`src/rtl/rsn_ram.sv`:
```
// Generic single-port-write RAM with registered read.
module rsn_ram #(
  parameter int WIDTH = 8,
  parameter int DEPTH = 16
) (
  input  logic                     clk,
  input  logic                     we,
  input  logic [$clog2(DEPTH)-1:0] waddr,
  input  logic [WIDTH-1:0]         wdata,
  input  logic [$clog2(DEPTH)-1:0] raddr,
  output logic [WIDTH-1:0]         rdata
);

  logic [WIDTH-1:0] mem [DEPTH];

  always_ff @(posedge clk) begin
    if (we) mem[waddr] <= wdata;
    rdata <= mem[raddr];
  end

endmodule

```
`config.mk`:
```
export PLATFORM = sky130hd
export DESIGN_NAME = rsn_ram
export DESIGN_NICKNAME = d
export VERILOG_FILES = /design/src/rtl/rsn_ram.sv
export SDC_FILE = /design/constraint.sdc
export NUM_CORES = 1
export LEC_CHECK = 0
export BUFFER_PORTS_ARGS = -buffer_cell sky130_fd_sc_hd__buf_2
export CORE_MARGIN = 1.5
export CORE_UTILIZATION = 60
export DETAILED_ROUTE_END_ITERATION = 10
export PLACE_DENSITY = 0.8
export RECOVER_POWER = 25
export SLEW_MARGIN = 10
export SYNTH_ARGS = -nofsm -noshare
export SYNTH_HDL_FRONTEND = slang
export SYNTH_SLANG_ARGS = --single-unit
```
`constraint.sdc`:
```
create_clock -name clk -period 2.16 [get_ports clk]
set_input_delay 0.108 -clock clk [delete_from_list [all_inputs] [get_ports clk]]
set_output_delay 0.108 -clock clk [all_outputs]
set_load 0.02 [all_outputs]
```
**Yosys cells after proc, flatten, opt, wreduce, memory -nomap -nowiden**

Memories as Yosys holds them, arrays and structs flattened. A register that Yosys moved wholly into a read port is not among the register bits.
Index checks and enable logic that the tools add are counted.

- Output and inout port bits: 8
- Word-level logic and storage cells: 3
- Input bits: 18
- Memories kept: 1
- Memory bits (writable): 128
- Register bits after elaboration: 0

- Muxes and demuxes: 2

Memories:

| name | depth | bits a word | read ports | clocked after Yosys merged registers in | wr ports | line | source |
|---|---|---|---|---|---|---|---|
| mem | 16 | 8 | 1 | 1 | 1 | 14 | `logic [WIDTH-1:0] mem [DEPTH];` |

Operators by type and width:

| operator | number |
|---|---|
| $mux W1 | 2 |

**Longest topological paths before layout**

Gate-level depths: netlist of the first run.

- Depth after elaboration: 2
- Depth in mapped cells: 5
- Gate-level depth less buffers: 3

**Worst setup path after synthesis of the first run**

No wires, ideal clock.

- Kind: in2reg
- From: input port waddr[2]
- To: memory mem[0][0] (enable)
- Setup time: 383 ps
- Path slack: 559 ps
- Data arrival time: 1218 ps
- Stages: 2
- Required time: 1777 ps
- Cells stage by stage: or3b_2 -> nor3_1

RTL lines:

| element | line | source |
|---|---|---|
| start, declared | 8 | `input logic [$clog2(DEPTH)-1:0] waddr,` |
| end, declared | 14 |  |

Straight into the memory's write port.

==> impl_results.rst, run 1 <==
.. list-table::
   :header-rows: 1

   * - Metric
     - Value
   * - 1st-iter DRT viols
     - around 290
   * - Half-perimeter wire length after placement
     - slightly below 6000 µm
   * - Count of input and output buffers
     - 25
   * - Starting utilization of the core area
     - around 62%
   * - Clock Sinks
     - 136
   * - Count of hold-fix buffers inserted at cts
     - 7
   * - Hold path cells
     - 3
   * - Final hold violation count
     - 0
   * - Core area
     - 0.00826 mm²
   * - Combinational family with the most area after synthesis
     - multiplexers
   * - Average vias per placed instance
     - 6.39
   * - Cell count after synthesis
     - between 200 and 250
   * - Critical Path RT
     - approximately 2.5 ns
   * - Finished Cell Area
     - slightly above 0.006 mm²
   * - Worst Hold Slack
     - around 0.16 ns
   * - FF-to-FF path depth
     - 3
   * - Register bit total from synthesis
     - about 140
   * - Clock insertion delay at the later pin of the skew report
     - roughly 0.51 ns
   * - Clock transition at the registers of the reported paths
     - around 0.060 ns
   * - Setup Slack @ Placement
     - between 0.5 and 0.6 ns
   * - Total number of yosys warnings
     - 0
   * - Cell with the most instances after synthesis
     - edfxtp_1
   * - Final Routed Wirelength
     - between 10,000 and 15,000 µm
   * - Post-synthesis sequential area ratio
     - between 70% and 80%
   * - Highest cell delay on the worst timing path
     - 0.51 ns
   * - Clock tree from TritonCTS
     - built
   * - Wire length of the first global-routing pass
     - approximately 16,000 µm
   * - Overall die area
     - slightly above 0.009 mm²
   * - Pin count of the biggest net entering global routing
     - 33
   * - Area share of the largest cell type after synthesis
     - roughly 75%
   * - Result of the run
     - completed
   * - Area fraction in and, or, nand and nor cells after synthesis
     - between 3 and 4%
   * - Nets@finish
     - 307
   * - Total power consumption of the routed design
     - ~0.0065 W
   * - Share of synthesized registers carrying an async set or reset
     - 0%
   * - Clock root cell
     - clkbuf_8
   * - Leading register cell type out of synthesis
     - edfxtp_1
   * - Antenna violations before repair
     - 1
   * - Library cells used by synthesis
     - 19
   * - Grt total ovfl
     - 0
   * - Maximum clock rate
     - just over 700 MHz
   * - Die H
     - ~96 µm
   * - Post-Syn Area per Cell
     - ~22 µm²
   * - Std-Cell Rows
     - 33
   * - Final period util
     - between 60 and 70%
   * - Placed Area
     - roughly 0.0055 mm²
   * - Setup slack of the critical path after layout
     - about 0.76 ns
   * - Worst slew margin
     - 49.2%
   * - Number of detailed-route iterations in the first pass
     - 5
   * - Nature of the critical path startpoint
     - flip-flop
   * - Critical path data arrival time
     - 1.79 ns
   * - Adder-cell share of the synthesized area
     - 0%
   * - Share of the synthesized netlist area taken by xor and xnor gates
     - 0%
   * - Ordered list of cells on the worst path
     - mux4_1 > a22oi_1 > nand2_1
   * - Most area-hungry cell type in the Yosys netlist
     - edfxtp_1
   * - Worst Tran Pin Value
     - about 0.76 ns
   * - Net count of the mapped netlist
     - approximately 250
   * - Post-CTS setup buffer count
     - 0
   * - Kind of path behind the tightest hold check
     - input port to flip-flop
   * - P_leak
     - ~2.1 nW
   * - Max-slew violation count
     - 0
   * - Worst clock skew
     - roughly 0.0049 ns
   * - Highest ir drop seen on vdd
     - 0.549 mV
   * - Count of endpoints failing setup in the final report
     - 0
   * - Clock period minus final worst setup slack
     - about 1.4 ns
   * - Synth-to-layout area growth
     - 20.2%
   * - Number of gates resized after cts
     - 0
   * - Antenna Violating Nets Remaining
     - 0
   * - Top fanout value on the critical path
     - 1
   * - GP Congestion
     - just over 0.7
   * - Leading cell types by count after synthesis
     - edfxtp_1 (128), mux4_2 (18), a22oi_1 (16)
   * - Cell with the biggest individual delay on the critical path
     - mux4_1
   * - Residual DRC count
     - 0
   * - Vias in the first global route
     - 2,682
   * - Post-route setup TNS
     - 0 ns
   * - H-tree level count
     - 4
   * - Start-to-end type of the worst setup path
     - flip-flop to flip-flop
   * - Post-synthesis cell area
     - 0.00515 mm²
   * - # IOs
     - 26
   * - Die width
     - 95.6 µm
   * - Clock buffer count from CTS
     - 17
   * - Global-route usage over all layers
     - between 20% and 30%
   * - Setup repair after global routing missed its margin
     - no
   * - Count of flip-flops with a built-in enable after synthesis
     - around 130
   * - Mux contribution to synthesized area
     - 15.0%
   * - Maximum buffer depth of the clock tree
     - 2
   * - Number of max-cap violations
     - 0
   * - Largest cells by area after synthesis
     - edfxtp_1 (75%), mux4_2 (7.9%), mux4_1 (7.1%)
   * - Share of cells above drive strength 1
     - between 20% and 30%
   * - Overall via count from detail_route
     - 2,609
   * - Synth Area in Compound Gates
     - under 10%
   * - Routed wire length per instance
     - between 20 and 30 µm
   * - Setup crit end kind
     - flip-flop
   * - Cell Pwr Density
     - 1060 mW/mm²
critical path, delay by kind of cell, from the launching register on:
| kind | cells | cell delay (ns) |
|---|---|---|
| mux | 1 | 0.51 |
| flops | 1 | 0.36 |
| compound gates | 1 | 0.31 |
| simple gates | 1 | 0.11 |
final timing paths:
check             from         to  slack (ns)
max          mem[1][0]   rdata[0]        0.76
min           waddr[1]  mem[0][3]        0.16
max reg2reg  mem[1][0]   rdata[0]        0.76
min reg2reg  mem[8][5]   rdata[5]        0.68
cells in the final DEF, fill, tap and decap left out, types with 3 or more instances in the layout:
cell / synthesis / layout
a22oi_1: 16 / 16
buf_2: 3 / 23
buf_4: 1 / 11
bufinv_16: 0 / 7
clkbuf_1: 0 / 10
clkbuf_16: 0 / 16
clkinv_2: 0 / 3
dfxtp_1: 8 / 8
dlygate4sd3_1: 0 / 7
edfxtp_1: 128 / 128
mux4_1: 14 / 14
mux4_2: 18 / 18
nand2_1: 9 / 9
nor2_1: 13 / 13
nor3_1: 4 / 4
registers in the layout, indices dropped and copies added (netlist names):
| register | cells |
|---|---|
| rdata | 8 |
| mem | 128 |
area by class of cell:
type                            count  area [µm²]
Clock buffer                       18         418
Timing Repair Buffer               51         322
Tap cell                          105         131
Multi-Input combinational cell     83        1060
Antenna cell                        1        2.50
Sequential cell                   136        4000
Clock inverter                     14         253
Fill cell                         452        2070
where the power goes:
part	total (W)	leakage, nW	internal (W)	switching, W
combinational	0.000297	0.570	0.000122	0.000174
clock	0.00327	0.322	0.00221	0.00105
sequential	0.00297	1.22	0.00295	0.0000222
total	0.00654	2.12	0.00529	0.00125
stage by stage:
step | utilization [%] | cells
2_1_floorplan | - | 229
3_3_place_gp | 66.3 | 368
3_5_place_dp | 66.3 | 368
4_1_cts | 75.2 | 407
5_1_grt | 74.9 | 407
6_report | 74.9 | 408
layer usage:
layer / track usage [%] / part of all wire, % / up-vias
met3: 6.30 / 8.2 / 18
li1: - / - / 1095
met5: 0 / 0 / -
met1: 36.4 / 40 / 1351
met2: 40.9 / 50 / 145
met4: 10.2 / 1.6 / 0
kinds of logic (layout without fill, tap and decap cells):
| logic type | after synthesis | in the layout |
|---|---|---|
| flops | 136 | 136 |
| other cells | 0 | 1 |
| simple gates | 35 | 35 |
| buf+inv | 10 | 83 |
| compound gates | 16 | 16 |
| mux | 32 | 32 |
(Power assumes the default switching activity.)
==> run 2, diff against run 1 <==
--- a/config.mk
+++ b/config.mk
@@ -5,11 +5,12 @@
 export SDC_FILE = /design/constraint.sdc
 export NUM_CORES = 1
 export LEC_CHECK = 0
+export ABC_AREA = 1
 export BUFFER_PORTS_ARGS = -buffer_cell sky130_fd_sc_hd__buf_2
 export CORE_MARGIN = 1.5
-export CORE_UTILIZATION = 60
+export CORE_UTILIZATION = 61
 export DETAILED_ROUTE_END_ITERATION = 10
-export PLACE_DENSITY = 0.8
+export PLACE_DENSITY = 0.81
 export RECOVER_POWER = 25
 export SLEW_MARGIN = 10
 export SYNTH_ARGS = -nofsm -noshare
==> constraint.sdc (replaced) <==
create_clock -name clk -period 1.41 [get_ports clk]
set_input_delay 0.0705 -clock clk [delete_from_list [all_inputs] [get_ports clk]]
set_output_delay 0.0705 -clock clk [all_outputs]
set_load 0.02 [all_outputs]
==> run 2 against run 1 <==
Against the previous run:
- register-to-register slack lost 0.49 ns
- via count is 56% higher
- largest cell class unchanged
- clock power grew 26%
==> impl_results.rst, run 2 <==
.. list-table::
   :header-rows: 1

   * - Metric
     - Value
   * - Cell count after synthesis
     - 551
   * - Leading register cell type out of synthesis
     - edfxtp_1
   * - Post-synthesis cell area
     - ~0.0058 mm²
   * - Setup repair after global routing missed its margin
     - no
   * - Reg2Reg Setup Slack
     - between 0.2 and 0.3 ns
   * - Routed wire length per instance
     - approximately 18 µm
   * - Critical path data arrival time
     - approximately 1.6 ns
   * - Switching share of power
     - 23.3%
   * - Worst Hold Slack
     - ~0.11 ns
   * - Share of synthesized registers carrying an async set or reset
     - 0%
   * - Starting utilization of the core area
     - a little over three fifths
   * - Total number of yosys warnings
     - 0
   * - Registers with the highest flip-flop counts
     - mem: 128 flops, rdata: 8 flops
   * - Max reg flops
     - between 100 and 150
   * - Clock Sinks
     - between 100 and 150
   * - Highest cell delay on the worst timing path
     - 0.37 ns
   * - Overall via count from detail_route
     - a little over 4,000
   * - Mux contribution to synthesized area
     - 0%
   * - FF-to-FF path depth
     - 6
   * - Placed Area
     - a little over 0.006 mm²
   * - Count of input and output buffers
     - 25
   * - 1st-iter DRT viols
     - ~450
   * - Top fanout value on the critical path
     - 1
   * - Cell with the biggest individual delay on the critical path
     - edfxtp_1
   * - Number of max-cap violations
     - 0
   * - Maximum clock rate
     - between 800 and 900 MHz
   * - Largest cells by area after synthesis
     - edfxtp_1 (67%), nand2_1 (11%), nand3_1 (8.4%)
   * - Synth-to-layout area growth
     - 15.8%
   * - Antenna violations before repair
     - 0
   * - Adder-cell share of the synthesized area
     - 0%
   * - Number of gates resized after cts
     - 0
   * - Worst Setup EP
     - rdata[7]
   * - GP Congestion
     - around 0.85
   * - Library cells used by synthesis
     - 12
   * - Final Routed Wirelength
     - between 10,000 and 15,000 µm
   * - Count of endpoints failing setup in the final report
     - 0
   * - H-tree level count
     - 4
   * - Cell Pwr Density
     - 1390 mW/mm²
   * - Worst slew margin
     - 62.8%
   * - Antenna Violating Nets Remaining
     - 0
   * - Critical Path RT
     - between 1.5 and 2 ns
   * - Max-slew violation count
     - 0
   * - Sequential cell fraction of total power
     - 49.0%
   * - Leading cell types by count after synthesis
     - nand2_1 (173), edfxtp_1 (128), inv_1 (100)
   * - # IOs
     - 26
   * - Worst setup path startpoint
     - mem[1][7]
   * - Residual DRC count
     - 0
   * - Post-Syn Area per Cell
     - 10.5 µm²
   * - Half-perimeter wire length after placement
     - roughly 7400 µm
   * - Logic gate share of total power
     - between 6 and 7%
   * - Most flop-heavy register
     - mem
   * - Average vias per placed instance
     - around 5.6
   * - Terminus of the critical flop-to-flop path
     - rdata[7]
   * - Highest ir drop seen on vdd
     - 0.807 mV
   * - Share of power burned in the clock network
     - 44.4%
   * - Vias in the first global route
     - about 4,000
   * - Area fraction in and, or, nand and nor cells after synthesis
     - between 20% and 30%
   * - Clock insertion delay at the later pin of the skew report
     - around 0.52 ns
   * - Number of cells in the design after placement
     - between 600 and 700
   * - Core area
     - 0.00920 mm²
   * - Maximum buffer depth of the clock tree
     - 2
   * - Cell with the most instances after synthesis
     - nand2_1
   * - Combinational family with the most area after synthesis
     - simple AND/OR/NAND/NOR gates
   * - Clock buffer count from CTS
     - 17
   * - Clock period minus final worst setup slack
     - 1.14 ns
   * - Finished Layout Cells
     - between 700 and 800
   * - Overall die area
     - around 0.01 mm²
   * - Clock root cell
     - clkbuf_8
   * - Setup crit end kind
     - flip-flop
   * - Nature of the critical path startpoint
     - flip-flop
   * - Final period util
     - around 80%
   * - Utilization after layout
     - between 70 and 80%
   * - Startpoint of the most critical register-to-register path
     - mem[1][7]
   * - Die width
     - approximately 100 µm
   * - Pin count of the biggest net entering global routing
     - 65
   * - Share of the synthesized netlist area taken by xor and xnor gates
     - 0%
   * - Wire length of the first global-routing pass
     - about 21,000 µm
   * - P_leak
     - about 2.9 nW
   * - Most common cell after layout, fill and taps aside
     - nand2_1
   * - Final hold violation count
     - 0
   * - Cell with the most instances on the worst path
     - nand3_1
   * - Std-Cell Rows
     - 35
   * - Worst Tran Pin Value
     - approximately 0.56 ns
   * - Start-to-end type of the worst setup path
     - flip-flop to flip-flop
   * - Internal power summed over all cells
     - 0.00711 W
   * - Post-synthesis sequential area ratio
     - approximately 69%
   * - Post-CTS setup buffer count
     - 0
   * - Commonest cells after routing, fill and taps aside
     - nand2_1 (173), edfxtp_1 (128), inv_1 (100)
   * - Die H
     - around 100 µm
   * - Clock tree from TritonCTS
     - built
   * - Net count of the mapped netlist
     - 569
   * - Finished Cell Area
     - approximately 0.0067 mm²
   * - Worst clock skew
     - 0.00815 ns
   * - Most area-hungry cell type in the Yosys netlist
     - edfxtp_1
   * - Register bit total from synthesis
     - about 140
   * - Post-route setup TNS
     - 0 ns
   * - Count of flip-flops with a built-in enable after synthesis
     - between 100 and 150
   * - Kind of path behind the tightest hold check
     - input port to flip-flop
   * - Area share of the largest cell type after synthesis
     - around 67%
   * - Grt total ovfl
     - 0
   * - Switching Power
     - ~0.0022 W
   * - Number of diodes added for antenna fixing
     - 0
   * - Synth Area in Compound Gates
     - 0%
   * - Nets@finish
     - 619
   * - FILL cells
     - 570
   * - Beginning of the worst hold path
     - raddr[2]
   * - Result of the run
     - completed
   * - Share of cells above drive strength 1
     - around 11%
   * - Ordered list of cells on the worst path
     - inv_1 > nand2_1 > nand3_1 > nand3_1 > nand3_1 > nand2_1
   * - Clock transition at the registers of the reported paths
     - 0.06 ns
   * - Number of detailed-route iterations in the first pass
     - 6
   * - Global-route usage over all layers
     - between 20% and 30%
==> run 2: changes by cell type after synthesis, sizes merged, moves of 16 or more <==
cell / previous run / this run
nand2: 9 / 173
a22oi: 16 / 0
nand3: 1 / 97
buf: 7 / 24
inv: 0 / 102
mux4: 32 / 0
==> run 2: final cells by class <==
cell class	instances	area [µm²]	share of cell area [%]
multi-input combinational	289	1210	18.2
clock buffer	20	435	6.52
timing repair buffer	55	384	5.75
tap	111	139	2.08
clock inverter	12	119	1.78
inverter	102	383	5.73
sequential	136	4000	60.0
==> run 2: power groups by stage <==
stage	registers (W)	logic, W	clock network [W]
finish	0.00455	0.000611	0.00411
global route	0.00455	0.000669	0.00429
global placement	0.00463	0.000562	0
detailed placement	0.00463	0.000579	0
CTS	0.00455	0.000611	0.00413
floorplan	0.00466	0.000319	0
==> run 2: repair_timing <==
action,CTS,global route
endpoints found under the hold margin,124,0
hold buffers,9,0
endpoints found under the setup margin,0,0
==> run 2: worst min-delay path by stage <==
stage | endpoint | cells after the start | slack [ns]
floorplan | mem[0][0] | 0 | 0.17
global placement | rdata[7] | 3 | 0.44
finish | rdata[1] | 5 | 0.11
CTS | rdata[3] | 5 | 0.1
global route | rdata[1] | 5 | 0.13
detailed placement | rdata[7] | 3 | 0.44
==> run 2: logic make-up (layout without fill, tap and decap cells) <==
group	count (synthesis)	in the layout
buffers and inverters	126	189
flip-flops	136	136
AND/OR/NAND/NOR	289	289
==> run 2: per-stage QoR <==
stage / worst slack (ns) / power, W
after global routing: 0.194 / 0.00951
after floorplan: 0.389 / 0.00498
final: 0.265 / 0.00927
after global placement: 0.230 / 0.00519
after CTS: 0.278 / 0.00929
after detailed placement: 0.200 / 0.00521
==> run 2: worst max-delay path, delay by kind of cell (launching register included) <==
family / cells / cell delay (ns)
buffers and inverters: 1 / 0.07
DFF: 1 / 0.37
and+or+nand+nor: 5 / 0.61
==> run 2: per-layer routing <==
metal  up-vias  track usage, %  part of all wire, %
li1       1880               -                    -
met1      1911            38.7                   39
met2       250            46.9                   50
met3        25            6.13                  9.1
met4         0            12.1                  1.8
met5         -               0                    0
==> run 3, diff against run 2 <==
--- a/config.mk
+++ b/config.mk
@@ -8,9 +8,9 @@
 export ABC_AREA = 1
 export BUFFER_PORTS_ARGS = -buffer_cell sky130_fd_sc_hd__buf_2
 export CORE_MARGIN = 1.5
-export CORE_UTILIZATION = 61
+export CORE_UTILIZATION = 55
 export DETAILED_ROUTE_END_ITERATION = 10
-export PLACE_DENSITY = 0.81
+export PLACE_DENSITY = 0.77
 export RECOVER_POWER = 25
 export SLEW_MARGIN = 10
 export SYNTH_ARGS = -nofsm -noshare
==> constraint.sdc (replaced) <==
create_clock -name clk -period 1 [get_ports clk]
set_input_delay 0.05 -clock clk [delete_from_list [all_inputs] [get_ports clk]]
set_output_delay 0.05 -clock clk [all_outputs]
set_load 0.02 [all_outputs]
==> run 3 against run 2 <==
Against the previous run:
- the flow now finishes with violations (setup timing)
- combinational power up 67%
- critical path depth down 5
- register-to-register slack lost 0.29 ns
- hold slack got worse by 0.034 ns
- via count shrank 1.9%
- design area up 6.9%
- global-route usage fell by 3.7 points
- die area increased by 11%
- highest routed layer unchanged
- routed wire length increased by 1.0%
- clock-buffer cell count is 2 lower
- clock power up 55%
- flip-flop and latch count is the same
==> impl_results.rst, run 3 (synthesis gave the netlist of run 2 again) <==
.. list-table::
   :header-rows: 1

   * - Metric
     - Value
   * - Clock tree from TritonCTS
     - built
   * - Setup Slack @ Placement
     - -0.122 ns
   * - Most flop-heavy register
     - mem
   * - Clock insertion delay at the later pin of the skew report
     - approximately 0.52 ns
   * - Utilization after layout
     - a little over two thirds
   * - Maximum clock rate
     - 946 MHz
   * - Final hold violation count
     - 0
   * - Setup crit end kind
     - output pin
   * - Nets@finish
     - between 600 and 700
   * - Top fanout value on the critical path
     - 1
   * - Overall die area
     - around 0.011 mm²
   * - Ordered list of cells on the worst path
     - buf_6
   * - Share of cells above drive strength 1
     - about a fifth
   * - Sum of met2 wire segment lengths after detailed routing
     - approximately 6700 µm
   * - Die width
     - 105 µm
   * - Highest cell delay on the worst timing path
     - roughly 0.36 ns
   * - Highest ir drop seen on vdd
     - 1.38 mV
   * - Max-slew violation count
     - 0
   * - Routed wire length per instance
     - roughly 17 µm
   * - P_leak
     - 3.08 nW
   * - Worst Tran Pin Value
     - around 0.6 ns
   * - Clock root cell
     - clkbuf_8
   * - Clock transition at the registers of the reported paths
     - about 0.060 ns
   * - # IOs
     - 26
   * - Start-to-end type of the worst setup path
     - flip-flop to output pin
   * - Starting utilization of the core area
     - between 50% and 60%
   * - Family of cells with the greatest summed delay on the critical path
     - flip-flops
   * - Half-perimeter wire length after placement
     - approximately 8300 µm
   * - Commonest cells after routing, fill and taps aside
     - nand2_1 (168), edfxtp_1 (128), inv_1 (98)
   * - Setup repair after global routing missed its margin
     - yes
   * - Nature of the critical path startpoint
     - flip-flop
   * - Cell with the biggest individual delay on the critical path
     - dfxtp_4
   * - Pin count of the biggest net entering global routing
     - 24
   * - Most common cell after layout, fill and taps aside
     - nand2_1
   * - Total power consumption of the routed design
     - 0.0138 W
   * - Maximum buffer depth of the clock tree
     - 2
   * - Clock period minus final worst setup slack
     - around 1.1 ns
   * - Residual DRC count
     - 0
   * - Detailed-routed wire length on met3
     - 920 µm
   * - Met1 routed wirelength after detailed routing
     - about 5300 µm
   * - Final period util
     - 106%
   * - 1st-iter DRT viols
     - between 200 and 300
   * - Number of buffers and inverters on the critical path
     - 1
   * - Max Used Layer
     - met4
   * - Number of detailed-route iterations in the first pass
     - 4
   * - Violated checks
     - setup timing
   * - Antenna Violating Nets Remaining
     - 0
   * - Wire length of the first global-routing pass
     - just over 20,000 µm
   * - Clock Sinks
     - roughly 140
   * - Overall via count from detail_route
     - roughly 4,000
   * - FILL cells
     - slightly above 700
   * - Die H
     - 105 µm
   * - Critical Path RT
     - ~0.95 ns
   * - Core area
     - 0.0102 mm²
   * - GP Congestion
     - between 0.8 and 0.9
   * - Clock buffer count from CTS
     - 17
   * - Average vias per placed instance
     - around 5.2
   * - Number of diodes added for antenna fixing
     - 0
   * - Vias in the first global route
     - about 3,900
   * - Grt total ovfl
     - 0
   * - Worst clock skew
     - about 0.0085 ns
   * - Number of max-cap violations
     - 0
   * - Std-Cell Rows
     - 37
   * - Result of the run
     - finished with violations
   * - Count of input and output buffers
     - 25
   * - Critical path data arrival time
     - 1.01 ns
   * - H-tree level count
     - 4
   * - Max reg flops
     - approximately 130
   * - Count of endpoints failing setup in the final report
     - 9
   * - Worst slew margin
     - about three fifths
   * - Post-CTS setup buffer count
     - 0
   * - Antenna violations before repair
     - 0
   * - Global-route usage over all layers
     - about 25%
   * - Synth-to-layout area growth
     - 23.8%
   * - Kind of path behind the tightest hold check
     - input port to flip-flop
   * - Registers with the highest flip-flop counts
     - mem: 128 flops, rdata: 8 flops
   * - Setup slack of the critical path after layout
     - -0.0568 ns
   * - Cell Pwr Density
     - between 1500 and 2000 mW/mm²
   * - Final Routed Wirelength
     - ~13,000 µm
## run 3: cell count changes in the layout (fill, tap and decap cells not counted), moves of 5 or more
| cell | change |
|---|---|
| buf_2 | -10 |
| buf_4 | +12 |
| buf_6 | +8 |
| dfxtp_1 | -8 |
| dfxtp_2 | +7 |
| nand2_1 | -5 |
| nand2_2 | +5 |
| nand3_1 | -35 |
| nand3_2 | +34 |
## run 3: report_power, final
part	switching, W	internal (W)	leakage [nW]
combinational	0.000649	0.000375	1.57
sequential	0.0000547	0.00638	1.22
clock	0.00232	0.00402	0.288
total	0.00303	0.0108	3.08
## run 3: area by class of cell
type / instances / area, µm² / area share [%]
clock buffers: 18 / 418 / 5.86
clock inverters: 14 / 179 / 2.51
inverters: 102 / 383 / 5.36
multi-input cells: 289 / 1410 / 19.7
flip-flops and latches: 136 / 4020 / 56.3
well taps: 136 / 170 / 2.38
repair buffers: 69 / 562 / 7.87
## run 3: final timing paths
path         slack, ns  cells past startpoint        from       end
max              -0.06                      1    rdata[3]  rdata[3]
min               0.08                      5    raddr[2]  rdata[1]
max reg2reg      -0.02                      6   mem[1][5]  rdata[5]
min reg2reg       0.66                      6  mem[12][1]  rdata[1]
## run 3: what timing repair did
| action | CTS | global route |
|---|---|---|
| setup endpoints to repair | 13 | 16 |
| hold buffers | 9 | 0 |
| hold endpoints to repair | 134 | 0 |
| pin swaps | 0 | 17 |
| gates resized for setup | 32 | 36 |
## run 3: routing by layer
metal  GRT usage, %  up-vias
li1               -     1904
met1           31.8     1865
met2           42.9      184
met3           5.32       35
met4           10.9        0
met5              0        -
## run 3: metrics by stage
stage / instances / instance area, µm² / hold WS (ns) / TNS, ns
final: 764 / 7140 / 0.0796 / -0.155
after global routing: 764 / 7140 / 0.0897 / -0.498
after CTS: 764 / 7020 / 0.0474 / -0.316
after detailed placement: 723 / 6230 / 0.470 / -3.98
after global placement: 723 / 6230 / 0.465 / -1.27
after floorplan: 551 / 5770 / 0.149 / -0.0540
